## config.mk

```make
export PLATFORM = sky130hd
export DESIGN_NAME = methylation_context_classifier
export DESIGN_NICKNAME = d
export VERILOG_FILES = /design/src/hw/rtl/mcc_pkg.sv /design/src/hw/rtl/mcc_front.sv /design/src/hw/rtl/mcc_queue.sv /design/src/hw/rtl/mcc_back.sv /design/src/hw/rtl/methylation_context_classifier.sv
export SDC_FILE = /design/constraint.sdc
export NUM_CORES = 1
export LEC_CHECK = 0
export ABC_AREA = 1
export BUFFER_PORTS_ARGS = -buffer_cell sky130_fd_sc_hd__buf_2
export CAP_MARGIN = 20
export CORE_UTILIZATION = 30
export DETAILED_ROUTE_END_ITERATION = 10
export GPL_ROUTABILITY_DRIVEN = 0
export GPL_TIMING_DRIVEN = 1
export MAX_ROUTING_LAYER = met4
export SLEW_MARGIN = 20
export SYNTH_ARGS = -nofsm -noshare
export SYNTH_HDL_FRONTEND = slang
export SYNTH_SLANG_ARGS = --single-unit
export TNS_END_PERCENT = 30
```

## constraint.sdc

```tcl
create_clock -name clk -period 12.84 [get_ports clk]
set_input_delay 2.568 -clock clk [delete_from_list [all_inputs] [get_ports clk]]
set_output_delay 2.568 -clock clk [all_outputs]
set_load 0.03 [all_outputs]
```

## src/hw/rtl/mcc_pkg.sv

```systemverilog
package mcc_pkg;

    localparam logic [7:0] CHAR_NL = 8'd10;
    localparam logic [7:0] CHAR_GT = 8'h3E;
    localparam logic [7:0] CHAR_UC = 8'h43;
    localparam logic [7:0] CHAR_LC = 8'h63;
    localparam logic [7:0] CHAR_UG = 8'h47;
    localparam logic [7:0] CHAR_LG = 8'h67;

    localparam logic [1:0] CTX_CG  = 2'd0;
    localparam logic [1:0] CTX_CHG = 2'd1;
    localparam logic [1:0] CTX_CHH = 2'd2;

    localparam logic STRAND_C = 1'b0;
    localparam logic STRAND_G = 1'b1;

    localparam int MAX_RESULTS = 3;
    localparam int QUEUE_DEPTH = 4;
    localparam int QUEUE_PTR_BITS = 2;

    typedef struct packed {
        logic [7:0] text_byte;
        logic       final_req;
    } in_item_t;

    typedef struct packed {
        logic [15:0] record_index;
        logic [31:0] base_position;
        logic        strand;
        logic [1:0]  site_context;
        logic        last;
    } out_item_t;

    typedef struct packed {
        logic [1:0]                      count;
        out_item_t [MAX_RESULTS-1:0]     res;
    } bundle_t;

endpackage

```

## src/hw/rtl/mcc_front.sv

```systemverilog
module mcc_front #(
    parameter int POSITION_BITS = 32,
    parameter int RECORD_BITS = 16
) (
    input  logic               clk,
    input  logic               rst_n,
    input  logic               text_valid,
    output logic               text_ready,
    input  mcc_pkg::in_item_t  text,
    input  logic               q_full,
    output logic               q_push,
    output mcc_pkg::bundle_t   q_data
);

    logic                     in_header_reg, in_header_next;
    logic                     at_line_start_reg, at_line_start_next;
    logic                     prev_one_is_c_reg, prev_one_is_c_next;
    logic                     prev_two_is_c_reg, prev_two_is_c_next;
    logic                     pending_c_near_reg, pending_c_near_next;
    logic                     pending_c_far_reg, pending_c_far_next;
    logic [POSITION_BITS-1:0] position_reg, position_next;
    logic [RECORD_BITS-1:0]   record_reg, record_next;
    logic [POSITION_BITS-1:0] near_pos_reg, near_pos_next;
    logic [POSITION_BITS-1:0] far_pos_reg, far_pos_next;
    mcc_pkg::bundle_t         bundle;
    logic                     accept;
    logic                     is_c;
    logic                     is_g;
    logic [15:0]              rec16;

    function automatic logic [31:0] low32(input logic [POSITION_BITS-1:0] v);
        logic [POSITION_BITS+31:0] w;
        w = {32'd0, v};
        return w[31:0];
    endfunction

    function automatic logic [15:0] low16(input logic [RECORD_BITS-1:0] v);
        logic [RECORD_BITS+15:0] w;
        w = {16'd0, v};
        return w[15:0];
    endfunction

    function automatic mcc_pkg::bundle_t add(
        input mcc_pkg::bundle_t         b,
        input logic [15:0]              rec,
        input logic [POSITION_BITS-1:0] pos,
        input logic                     strand,
        input logic [1:0]               ctx
    );
        mcc_pkg::bundle_t r;
        r = b;
        if (r.count < 2'(mcc_pkg::MAX_RESULTS))
        begin
            r.res[r.count].record_index  = rec;
            r.res[r.count].base_position = low32(pos);
            r.res[r.count].strand        = strand;
            r.res[r.count].site_context  = ctx;
            r.res[r.count].last          = 1'b0;
            r.count                      = r.count + 2'd1;
        end
        return r;
    endfunction

    assign text_ready = !q_full;
    assign accept     = text_valid && text_ready;
    assign rec16      = low16(record_reg);
    assign is_c       = (text.text_byte == mcc_pkg::CHAR_UC) ||
                        (text.text_byte == mcc_pkg::CHAR_LC);
    assign is_g       = (text.text_byte == mcc_pkg::CHAR_UG) ||
                        (text.text_byte == mcc_pkg::CHAR_LG);

    always_comb
    begin
        in_header_next      = in_header_reg;
        at_line_start_next  = at_line_start_reg;
        prev_one_is_c_next  = prev_one_is_c_reg;
        prev_two_is_c_next  = prev_two_is_c_reg;
        pending_c_near_next = pending_c_near_reg;
        pending_c_far_next  = pending_c_far_reg;
        position_next       = position_reg;
        record_next         = record_reg;
        near_pos_next       = near_pos_reg;
        far_pos_next        = far_pos_reg;
        bundle              = '0;

        if (text.text_byte == mcc_pkg::CHAR_NL)
        begin
            if (pending_c_far_next)
                bundle = add(bundle, rec16, far_pos_next, mcc_pkg::STRAND_C, mcc_pkg::CTX_CHH);
            if (pending_c_near_next)
                bundle = add(bundle, rec16, near_pos_next, mcc_pkg::STRAND_C, mcc_pkg::CTX_CHH);
            pending_c_far_next  = 1'b0;
            pending_c_near_next = 1'b0;
            prev_one_is_c_next  = 1'b0;
            prev_two_is_c_next  = 1'b0;
            at_line_start_next  = 1'b1;
            in_header_next      = 1'b0;
        end
        else if (in_header_reg)
        begin
            in_header_next = 1'b1;
        end
        else if (at_line_start_reg && (text.text_byte == mcc_pkg::CHAR_GT))
        begin
            in_header_next     = 1'b1;
            at_line_start_next = 1'b0;
            if (!(&record_reg))
                record_next = record_reg + RECORD_BITS'(1);
            position_next = '0;
        end
        else
        begin
            at_line_start_next = 1'b0;
            if (!(&position_reg))
                position_next = position_reg + POSITION_BITS'(1);
            if (pending_c_far_reg)
            begin
                bundle = add(bundle, rec16, far_pos_reg, mcc_pkg::STRAND_C,
                             is_g ? mcc_pkg::CTX_CHG : mcc_pkg::CTX_CHH);
                pending_c_far_next = 1'b0;
            end
            if (pending_c_near_reg)
            begin
                if (is_g)
                    bundle = add(bundle, rec16, near_pos_reg, mcc_pkg::STRAND_C,
                                 mcc_pkg::CTX_CG);
                else
                begin
                    pending_c_far_next = 1'b1;
                    far_pos_next       = near_pos_reg;
                end
                pending_c_near_next = 1'b0;
            end
            if (is_g)
                bundle = add(bundle, rec16, position_next, mcc_pkg::STRAND_G,
                             prev_one_is_c_reg ? mcc_pkg::CTX_CG :
                             (prev_two_is_c_reg ? mcc_pkg::CTX_CHG : mcc_pkg::CTX_CHH));
            if (is_c)
            begin
                pending_c_near_next = 1'b1;
                near_pos_next       = position_next;
            end
            prev_two_is_c_next = prev_one_is_c_reg;
            prev_one_is_c_next = is_c;
        end

        if (text.final_req)
        begin
            if (pending_c_far_next)
                bundle = add(bundle, rec16, far_pos_next, mcc_pkg::STRAND_C, mcc_pkg::CTX_CHH);
            if (pending_c_near_next)
                bundle = add(bundle, rec16, near_pos_next, mcc_pkg::STRAND_C, mcc_pkg::CTX_CHH);
            pending_c_far_next  = 1'b0;
            pending_c_near_next = 1'b0;
            prev_one_is_c_next  = 1'b0;
            prev_two_is_c_next  = 1'b0;
            at_line_start_next  = 1'b1;
            in_header_next      = 1'b0;
        end

        if (bundle.count != 2'd0)
            bundle.res[bundle.count - 2'd1].last = 1'b1;
    end

    assign q_push = accept && (bundle.count != 2'd0);
    assign q_data = bundle;

    always_ff @(posedge clk or negedge rst_n)
    begin
        if (!rst_n)
        begin
            in_header_reg      <= 1'b0;
            at_line_start_reg  <= 1'b1;
            prev_one_is_c_reg  <= 1'b0;
            prev_two_is_c_reg  <= 1'b0;
            pending_c_near_reg <= 1'b0;
            pending_c_far_reg  <= 1'b0;
            position_reg       <= '0;
            record_reg         <= '0;
        end
        else if (accept)
        begin
            in_header_reg      <= in_header_next;
            at_line_start_reg  <= at_line_start_next;
            prev_one_is_c_reg  <= prev_one_is_c_next;
            prev_two_is_c_reg  <= prev_two_is_c_next;
            pending_c_near_reg <= pending_c_near_next;
            pending_c_far_reg  <= pending_c_far_next;
            position_reg       <= position_next;
            record_reg         <= record_next;
        end
    end

    always_ff @(posedge clk)
    begin
        if (accept)
        begin
            near_pos_reg <= near_pos_next;
            far_pos_reg  <= far_pos_next;
        end
    end

endmodule

```

## src/hw/rtl/mcc_queue.sv

```systemverilog
module mcc_queue (
    input  logic             clk,
    input  logic             rst_n,
    input  logic             push,
    input  mcc_pkg::bundle_t push_data,
    input  logic             pop,
    output logic             full,
    output logic             empty,
    output mcc_pkg::bundle_t head
);

    mcc_pkg::bundle_t                   mem [mcc_pkg::QUEUE_DEPTH];
    logic [mcc_pkg::QUEUE_PTR_BITS-1:0] wr_ptr_reg, wr_ptr_next;
    logic [mcc_pkg::QUEUE_PTR_BITS-1:0] rd_ptr_reg, rd_ptr_next;
    logic [mcc_pkg::QUEUE_PTR_BITS:0]   count_reg, count_next;

    assign full  = (count_reg == (mcc_pkg::QUEUE_PTR_BITS+1)'(mcc_pkg::QUEUE_DEPTH));
    assign empty = (count_reg == '0);
    assign head  = mem[rd_ptr_reg];

    always_comb
    begin
        wr_ptr_next = push ? wr_ptr_reg + (mcc_pkg::QUEUE_PTR_BITS)'(1) : wr_ptr_reg;
        rd_ptr_next = pop ? rd_ptr_reg + (mcc_pkg::QUEUE_PTR_BITS)'(1) : rd_ptr_reg;
        count_next  = count_reg;
        if (push && !pop)
            count_next = count_reg + (mcc_pkg::QUEUE_PTR_BITS+1)'(1);
        else if (pop && !push)
            count_next = count_reg - (mcc_pkg::QUEUE_PTR_BITS+1)'(1);
    end

    always_ff @(posedge clk or negedge rst_n)
    begin
        if (!rst_n)
        begin
            wr_ptr_reg <= '0;
            rd_ptr_reg <= '0;
            count_reg  <= '0;
        end
        else
        begin
            wr_ptr_reg <= wr_ptr_next;
            rd_ptr_reg <= rd_ptr_next;
            count_reg  <= count_next;
        end
    end

    always_ff @(posedge clk)
    begin
        if (push)
            mem[wr_ptr_reg] <= push_data;
    end

endmodule

```

## src/hw/rtl/mcc_back.sv

```systemverilog
module mcc_back (
    input  logic               clk,
    input  logic               rst_n,
    input  logic               q_empty,
    input  mcc_pkg::bundle_t   q_head,
    output logic               q_pop,
    output logic               result_valid,
    input  logic               result_ready,
    output mcc_pkg::out_item_t result
);

    logic [1:0]         idx_reg, idx_next;
    logic               valid_reg, valid_next;
    mcc_pkg::out_item_t data_reg, data_next;
    logic               load;
    logic               take;
    logic               at_end;

    assign load   = !valid_reg || result_ready;
    assign take   = load && !q_empty;
    assign at_end = (idx_reg == q_head.count - 2'd1);
    assign q_pop  = take && at_end;

    always_comb
    begin
        idx_next   = idx_reg;
        valid_next = valid_reg;
        data_next  = data_reg;
        if (take)
        begin
            valid_next = 1'b1;
            data_next  = q_head.res[idx_reg];
            idx_next   = at_end ? 2'd0 : idx_reg + 2'd1;
        end
        else if (load)
        begin
            valid_next = 1'b0;
        end
    end

    always_ff @(posedge clk or negedge rst_n)
    begin
        if (!rst_n)
        begin
            idx_reg   <= 2'd0;
            valid_reg <= 1'b0;
        end
        else
        begin
            idx_reg   <= idx_next;
            valid_reg <= valid_next;
        end
    end

    always_ff @(posedge clk)
    begin
        data_reg <= data_next;
    end

    assign result_valid = valid_reg;
    assign result       = data_reg;

endmodule

```

## src/hw/rtl/methylation_context_classifier.sv

```systemverilog
// CG / CHG / CHH context classifier over a FASTA byte stream.
// Input channel text (text_valid / text_ready): one file byte per transfer,
// with final_req set on the last byte of the file.
// Output channel result (result_valid / result_ready): one classified C or G
// base per transfer; last marks the final result caused by an input byte.
// A byte is classified in the cycle it is taken; its results, if any (up to
// three), go as one entry into a four-entry queue, and the output stage
// drains that entry one result per cycle while result_ready allows. The
// first result of a byte passes through the queue and the output register.
// Throughput: one byte per cycle while the queue has room; the output side
// moves one result per cycle while not stalled, so a byte with three results
// takes three output transfers. A stalled receiver holds its result; the
// queue fills and text_ready drops only when four entries are waiting.
// Reset clears the line and header state, both counters, the queue and the
// output valid flag; the first byte may follow right after reset.
module methylation_context_classifier #(
    parameter int POSITION_BITS = 32,
    parameter int RECORD_BITS = 16
) (
    input  logic               clk,
    input  logic               rst_n,
    input  logic               text_valid,
    output logic               text_ready,
    input  mcc_pkg::in_item_t  text,
    output logic               result_valid,
    input  logic               result_ready,
    output mcc_pkg::out_item_t result
);

    logic             q_push;
    logic             q_pop;
    logic             q_full;
    logic             q_empty;
    mcc_pkg::bundle_t q_in;
    mcc_pkg::bundle_t q_head;

    mcc_front #(
        .POSITION_BITS(POSITION_BITS),
        .RECORD_BITS(RECORD_BITS)
    ) u_front (
        .clk(clk),
        .rst_n(rst_n),
        .text_valid(text_valid),
        .text_ready(text_ready),
        .text(text),
        .q_full(q_full),
        .q_push(q_push),
        .q_data(q_in)
    );

    mcc_queue u_queue (
        .clk(clk),
        .rst_n(rst_n),
        .push(q_push),
        .push_data(q_in),
        .pop(q_pop),
        .full(q_full),
        .empty(q_empty),
        .head(q_head)
    );

    mcc_back u_back (
        .clk(clk),
        .rst_n(rst_n),
        .q_empty(q_empty),
        .q_head(q_head),
        .q_pop(q_pop),
        .result_valid(result_valid),
        .result_ready(result_ready),
        .result(result)
    );

    a_no_overflow: assert property (@(posedge clk) disable iff (!rst_n)
        q_push |-> !q_full)
        else $error("queue written while full");

    a_pop_nonempty: assert property (@(posedge clk) disable iff (!rst_n)
        q_pop |-> !q_empty)
        else $error("queue read while empty");

    a_pop_marks_last: assert property (@(posedge clk) disable iff (!rst_n)
        q_pop |=> result_valid && result.last)
        else $error("entry retired without last result");

    a_push_nonempty: assert property (@(posedge clk) disable iff (!rst_n)
        q_push |-> q_in.count != 2'd0)
        else $error("empty entry queued");

endmodule
```

After elaboration in Yosys (flattened, before gate mapping) --
Memories as Yosys holds them, arrays and structs flattened. Cells that the tools add are included.
Word-level totals: bits in registers 180, bits in writable memories 632, input port bits 13, output and inout bits 54, word-level logic and storage cells 253, memories kept 1
Cells by class: $add $sub $neg 14, magnitude comparators 18, eq/ne operators 10, multiplexer cells 156, bitwise operators 3, reductions and logical operators 31
Memory list:
- u_queue.mem | words 4, bits a word 158, rd ports 1, clocked after memory_dff 0, write ports 1, line mcc_queue.sv:12 | mcc_pkg::bundle_t mem [mcc_pkg::QUEUE_DEPTH];
Operators by type and width (count):
- $bwmux W156 | 26
- $mux W158 | 23
- $demux W52 S2 | 26
- $mux W32 | 14
- $mux W157 | 2
- $mux W52 | 6
- $mux W36 | 5
- $mux W156 | 1
- $bmux W52 S2 | 1
- $mux W1 | 36
- $add A32 B1 Y32 const B | 1
- $eq A8 B7 Y1 const B | 4
- $reduce_and A32 Y1 | 1
- $lt A2 B3 Y1 const B | 7
- $mux W3 | 7
- $mux W4 | 5
- $add A16 B1 Y16 const B | 1
- $add A2 B1 Y2 const B | 8
- $reduce_and A16 Y1 | 1
- $logic_and A1 B1 Y1 | 13
- $ge A2 B1 Y1 const B | 6
- $lt A2 B2 Y1 const B | 5
- $eq A8 B4 Y1 const B | 1
- $eq A8 B6 Y1 const B | 1
- 16 further kinds | 31

Logic depth before layout (Yosys ltp) --
depth in word-level cells 67, gate-level depth with buffers 27, gate-level depth less buffers 27

Modules after synthesis --
From an unflattened synthesis, not the netlist that was laid out.
Second synthesis, totals: cells, all modules 4127, area total of the unflattened synthesis 40321.2 µm²
Modules (own cells, without submodules):
- mcc_queue | instances 1, cells each 1892, area an instance 25485.7 µm², seq. area each 19153.4 µm²
- mcc_front | instances 1, cells each 1912, area an instance 11422.2 µm², seq. area each 3274.4 µm²
- mcc_back | instances 1, cells each 323, area an instance 3413.3 µm², seq. area each 1636.6 µm²

Worst setup path before layout --
Ideal clock, no wire load.
kind input port to flip-flop, from input text[8] (netlist bit), to memory u_queue.mem[0][0] (netlist bit) (enable), setup time 0.679 ns, data arrival time 10.989 ns, data required time 12.161 ns, setup slack 1.173 ns, cell stages on the path 19, buffers on the path 0, cells stage by stage inv_1 -> nand3_1 -> nor2_2 -> ha_1 -> inv_1 -> nand2_1 -> nand2_2 -> inv_1 -> nor2_1 -> nor2_1 -> nand2_2 -> nand2_4 -> nor2_2 -> nor2_4 -> nand2_4 -> nand3_2 -> nand3_1 -> nand2_1 -> nor2_1
On the way: word-level cells in the longest chain between the ends 25, elaborated cells between the ends (all ways) 44, those cells by class add/sub: 3; order compare: 3; eq/ne: 6; mux: 27; reduce/logical: 5
RTL lines:
- start: declaration | line methylation_context_classifier.sv:24 | input mcc_pkg::in_item_t text,
- $eq A8 B7 Y1, on equally long branches | line mcc_front.sv:69, mcc_front.sv:70
- $logic_or A1 B1 Y1 | line mcc_front.sv:69 | assign is_g = (text.text_byte == mcc_pkg::CHAR_UG) ||
- $mux W158 | line mcc_front.sv:124 | if (is_g)
- $mux W158 | line mcc_front.sv:122 | if (pending_c_near_reg)
- $mux W158 | line mcc_front.sv:103 | else if (at_line_start_reg && (text.text_byte == mcc_pkg::CHAR_GT))
- $mux W158 | line mcc_front.sv:99 | else if (in_header_reg)
- $mux W158 | line mcc_front.sv:86 | if (text.text_byte == mcc_pkg::CHAR_NL)
- $add A2 B1 Y2 / $lt A2 B2 Y1 (equally long branches) | line mcc_front.sv:59, mcc_front.sv:52
- [... 9 more ...]
- $add A2 B1 Y2 / $lt A2 B2 Y1 (equally long branches) | line mcc_front.sv:59, mcc_front.sv:52
- $mux W158 | line mcc_front.sv:52 | if (r.count < 2'(mcc_pkg::MAX_RESULTS))
- $mux W158 | line mcc_front.sv:151 | if (pending_c_near_next)
- $mux W158 * | line mcc_front.sv:147 | if (text.final_req)
- $reduce_bool A2 Y1 * | line mcc_front.sv:165 | assign q_push = accept && (bundle.count != 2'd0);
- $logic_and A1 B1 Y1 * | line mcc_front.sv:165
- $mux W1 * | line mcc_queue.sv:50 | if (push)
- $mux W1 (implied by the code) * | line mcc_queue.sv:51 | mem[wr_ptr_reg] <= push_data;
- end: declaration | line mcc_queue.sv:12
Mark *: on every way between the ends. The rest lies on a longest branch, timed or not. The select of a mux whose other input is x is not followed.

Final worst setup path --
from input text[8] (netlist bit), to memory u_queue.mem[1][104] (netlist bit) (enable)
The elaborated chain is that of the path after synthesis.

==> impl_summary.md <==
STA
The tightest hold path in the finished design has a slack of 0.5432 ns. Adding up every negative setup slack in the final design gives 0 ns. Headroom to the max-slew limit came out at 0.2238. Setup slack closes at 5.427 ns. The transition time of the tightest slew-check pin is 1.162 ns. The final-report max-slew violation count is 0.

The smallest clock period supported by the final layout is computed as 7.413 ns. The maximum clock frequency is 134.9 MHz. The clock tree skew after final layout is 0.02840 ns. Dividing the final minimum period by the clock period gives 0.5773.

The count of endpoints failing setup in the final report is 0. The hold violation count in the final report was 0. Setup repair after global routing left no endpoint under its margin.

Final layout
In the final design database the tool counted 3523 nets. The filler cells instantiated in the layout total 12360. 0 antenna diodes ended up in the layout. The area growth from synthesis to layout is 12.31%.

The most common library cell in the layout ignoring fill and taps is sky130_fd_sc_hd__edfxtp_1. The final non-filler cell area is 41970 sq um. The register ranked first by flip-flop count is u_queue.mem. The share of layout cells above drive strength 1 is 0.09170. In the layout the commonest cells are 748 x sky130_fd_sc_hd__edfxtp_1, 554 x sky130_fd_sc_hd__o21ai_0, 487 x sky130_fd_sc_hd__nand2_1, 470 x sky130_fd_sc_hd__nor2_1, 239 x sky130_fd_sc_hd__inv_1. For this run, the share of the core covered by cells in the final layout is 0.3395.

The flip-flop count of the largest register, all copies and words added is 632.

Power
The share of total power consumed by net switching is 0.3649. The maximum ir drop on the vdd rail is 0.0001851 V. The power density over the cells is 193.5 nW/um^2. Of the total power, registers draw 0.411. The standby leakage power is 15.06 nW. Of the total power, combinational logic draws 0.293.

The cell internal power dissipation is 5.158 mW. The analysis attributes to net switching a power of 2.964 mW. The part of the total power dissipated in the clock network is 0.296.

Clock network
Counting the buffers created by CTS gives 83. TritonCTS built the clock tree. The maximum level of the CTS H-tree is 3.

The number of hold buffers added after CTS was 0. The root cell of the clock tree is sky130_fd_sc_hd__clkbuf_16. The post-cts resize count is 0.

The number of sinks handled by clock tree synthesis is 812. The insertion delay of the later-clocked pin in the worst-skew pair is 0.66 ns. In this run the post-CTS setup repair buffer count came out at 0.

Clock-pin slew was measured on the worst setup and hold paths at 0.06 ns. In this run the deepest clock path goes through 3 buffers.

Synthesis
The summed instance area of the synthesized netlist is 37370 sq um. The top cell type's share of synthesized area is 0.6011. Synthesis produced 3525 cells. Yosys printed 0 warnings. The share of async-settable or async-resettable flops after synthesis is 0.07882. The primary flip-flop cell chosen by synthesis mapping is sky130_fd_sc_hd__edfxtp_1. Of the synthesized area, sequential elements account for 0.6440.

A synthesized cell averages 10.60 sq um. The number of flip-flops and latches in the synthesized netlist is 812. The synthesized net count is 3550.

Yosys mapped the design onto 60 distinct sky130hd cell types. By area the synthesized netlist is led by sky130_fd_sc_hd__edfxtp_1 60%, sky130_fd_sc_hd__o21ai_0 7.4%, sky130_fd_sc_hd__nand2_1 4.9%. The biggest area consumer among synthesized cells is sky130_fd_sc_hd__edfxtp_1. The number of flops mapped to enable cells by yosys is 748.

Critical path
The slowest stage of the critical path belongs to the cell sky130_fd_sc_hd__buf_4. The number of cell instances on the worst register-to-register path is 19. The category of the worst setup path capture point is a flip-flop. Among cell families on the critical path, the largest total delay comes from simple AND/OR/NAND/NOR gates. The worst setup slack for register-to-register paths is 6.79 ns. For this run, the slowest stage of the critical path takes 0.90 ns. The number of buffer and inverter stages on the critical path is 6. The critical path data arrival time is 7.67 ns. The most critical setup path has its endpoint at u_queue.mem[1][104]. The most numerous cell type found on the critical path is sky130_fd_sc_hd__inv_1.

The required time of the critical path is 13.09 ns. The count of cell instances traversed by the critical path is 22. Along the worst path, the maximum fanout reaches 65. The category of the critical setup timing path is in2reg. The endpoint identified for the worst register-to-register timing path is u_queue.mem[1][104].

Walking the worst path, the cells encountered are buf_2, inv_1, nand3_1, nor2_2, ha_1, inv_1, nand2_1, nand2_2, inv_1, nor2_1, nor2_1, nand2_2, nand2_4, nor2_2, nor2_4, nand2_4, nand3_2, nand3_1, nand2_1, nor2_4, buf_4, buf_4. The critical path starts at text[8]. The critical path launch point type is an input pin. The startpoint of the most critical register-to-register path is u_front.pending_c_far_reg.

Routing
The DRC violation count after routing is 0. Using the TritonRoute via totals, the vias-per-cell ratio works out to 5.330. For this block, the routed nets add up to 112.8 mm of wire. The pre-antenna-repair detailed-routing pass consisted of 6 iterations. The DRC marker count from the first detailed-route iteration is 3743.

After detailed routing, the average wire length per cell comes to 21.68 microns. The number of nets with antenna violations after routing is 0. The total number of vias is 27730.

Global route
The global-route wire length before repair is 167.8 mm. The initial antenna violation count is 1. Entering global routing, the biggest net connects 137 pins. The via count of the first global-routing pass is 25750. The aggregate global routing overflow is 0. Across every metal layer, demand over resource in global routing totals 0.1794.

Placement
The worst setup slack before clock tree synthesis is 4.875 ns. In this run the cell area measured after placement is 39250 sq um. The number of buffers inserted by port buffering is 66.

Detailed placement ended at an HPWL of 67.87 mm.

Floorplan
The floorplan step set the die width to 354.9 microns. The number of standard-cell rows in the floorplan is 129. The top-level I/O count is 67. The total area inside the core boundary comes to 123600 sq um.

The initial utilization of the core area, before any placement, comes to 0.3022. The die height is 354.9 microns. The total die area is 126000 sq um.

Run status
The flow ran to the end, and the final reports show no timing, DRC or antenna violations.

Run
The tool flagged a number of max-cap violations equal to 0.

Worst hold path
The class of the worst hold path is reg2reg.
## routing by layer
metal  vias to the layer above  share of wire  track usage
met1                     13570           0.42       0.2407
met2                      1379           0.46       0.2739
met3                       206          0.092      0.03267
met5                         -              0            -
li1                      12580              -            -
met4                         0          0.028      0.05776
## cells by family (layout without fill, tap and decap cells)
group	count (synthesis)	in the layout	synth area share
compound gates	1041	1041	0.1647
xor+xnor	43	43	0.01008
fa+ha+maj	12	12	0.004219
buf+inv	481	522	0.05083
flops	812	812	0.6440
simple gates	1136	1136	0.1262
## metrics by stage
step	total power, mW	cells
final	8.122	5203
after global routing	8.512	5203
after CTS	8.171	5203
after detailed placement	5.774	5050
after global placement	5.747	5050
after floorplan	4.913	3525
## worst min-delay path by stage
stage                                    from                   endpoint  slack (ns)  cells after the start
floorplan           u_front.at_line_start_reg  u_front.at_line_start_reg        0.48                      2
global placement        u_front.in_header_reg  u_front.at_line_start_reg        0.52                      2
detailed placement      u_front.in_header_reg  u_front.at_line_start_reg        0.51                      2
CTS                          u_front.rec16[0]           u_front.rec16[0]        0.54                      1
global route                 u_front.rec16[0]           u_front.rec16[0]        0.58                      1
finish                       u_front.rec16[0]           u_front.rec16[0]        0.54                      1
## cells in the mapped netlist, drive strengths merged (5+ instances only)
| master | count |
|---|---|
| a211oi | 7 |
| a21boi | 8 |
| a21oi | 113 |
| a22oi | 12 |
| a2bb2oi | 5 |
| a32o | 28 |
| buf | 55 |
| clkbuf | 165 |
| dfrtp | 63 |
| edfxtp | 748 |
| ha | 11 |
| inv | 259 |
| nand2 | 510 |
| nand3 | 88 |
| nand4 | 9 |
| nor2 | 497 |
| nor3 | 27 |
| o211ai | 42 |
| o21ai | 584 |
| o21bai | 7 |
| o221ai | 85 |
| o22ai | 123 |
| xor2 | 41 |
## layout make-up
class | count | area (sq um) | area share
clock buffers | 112 | 2320 | 0.05527
clock inverters | 41 | 394.1 | 0.009391
inverters | 261 | 994.7 | 0.02370
multi-input cells | 2232 | 11470 | 0.2734
flip-flops and latches | 812 | 24080 | 0.5737
well taps | 1637 | 2048 | 0.04880
repair buffers | 108 | 664.4 | 0.01583
## power by group through the flow
| stage | clock network (mW) | registers (mW) | logic [mW] |
|---|---|---|---|
| final | 2.41 | 3.34 | 2.38 |
| after global routing | 2.55 | 3.36 | 2.61 |
| after CTS | 2.44 | 3.34 | 2.39 |
| after detailed placement | 0 | 3.39 | 2.38 |
| after global placement | 0 | 3.39 | 2.35 |
| after floorplan | 0 | 3.47 | 1.44 |
(Power assumes the default switching activity.)
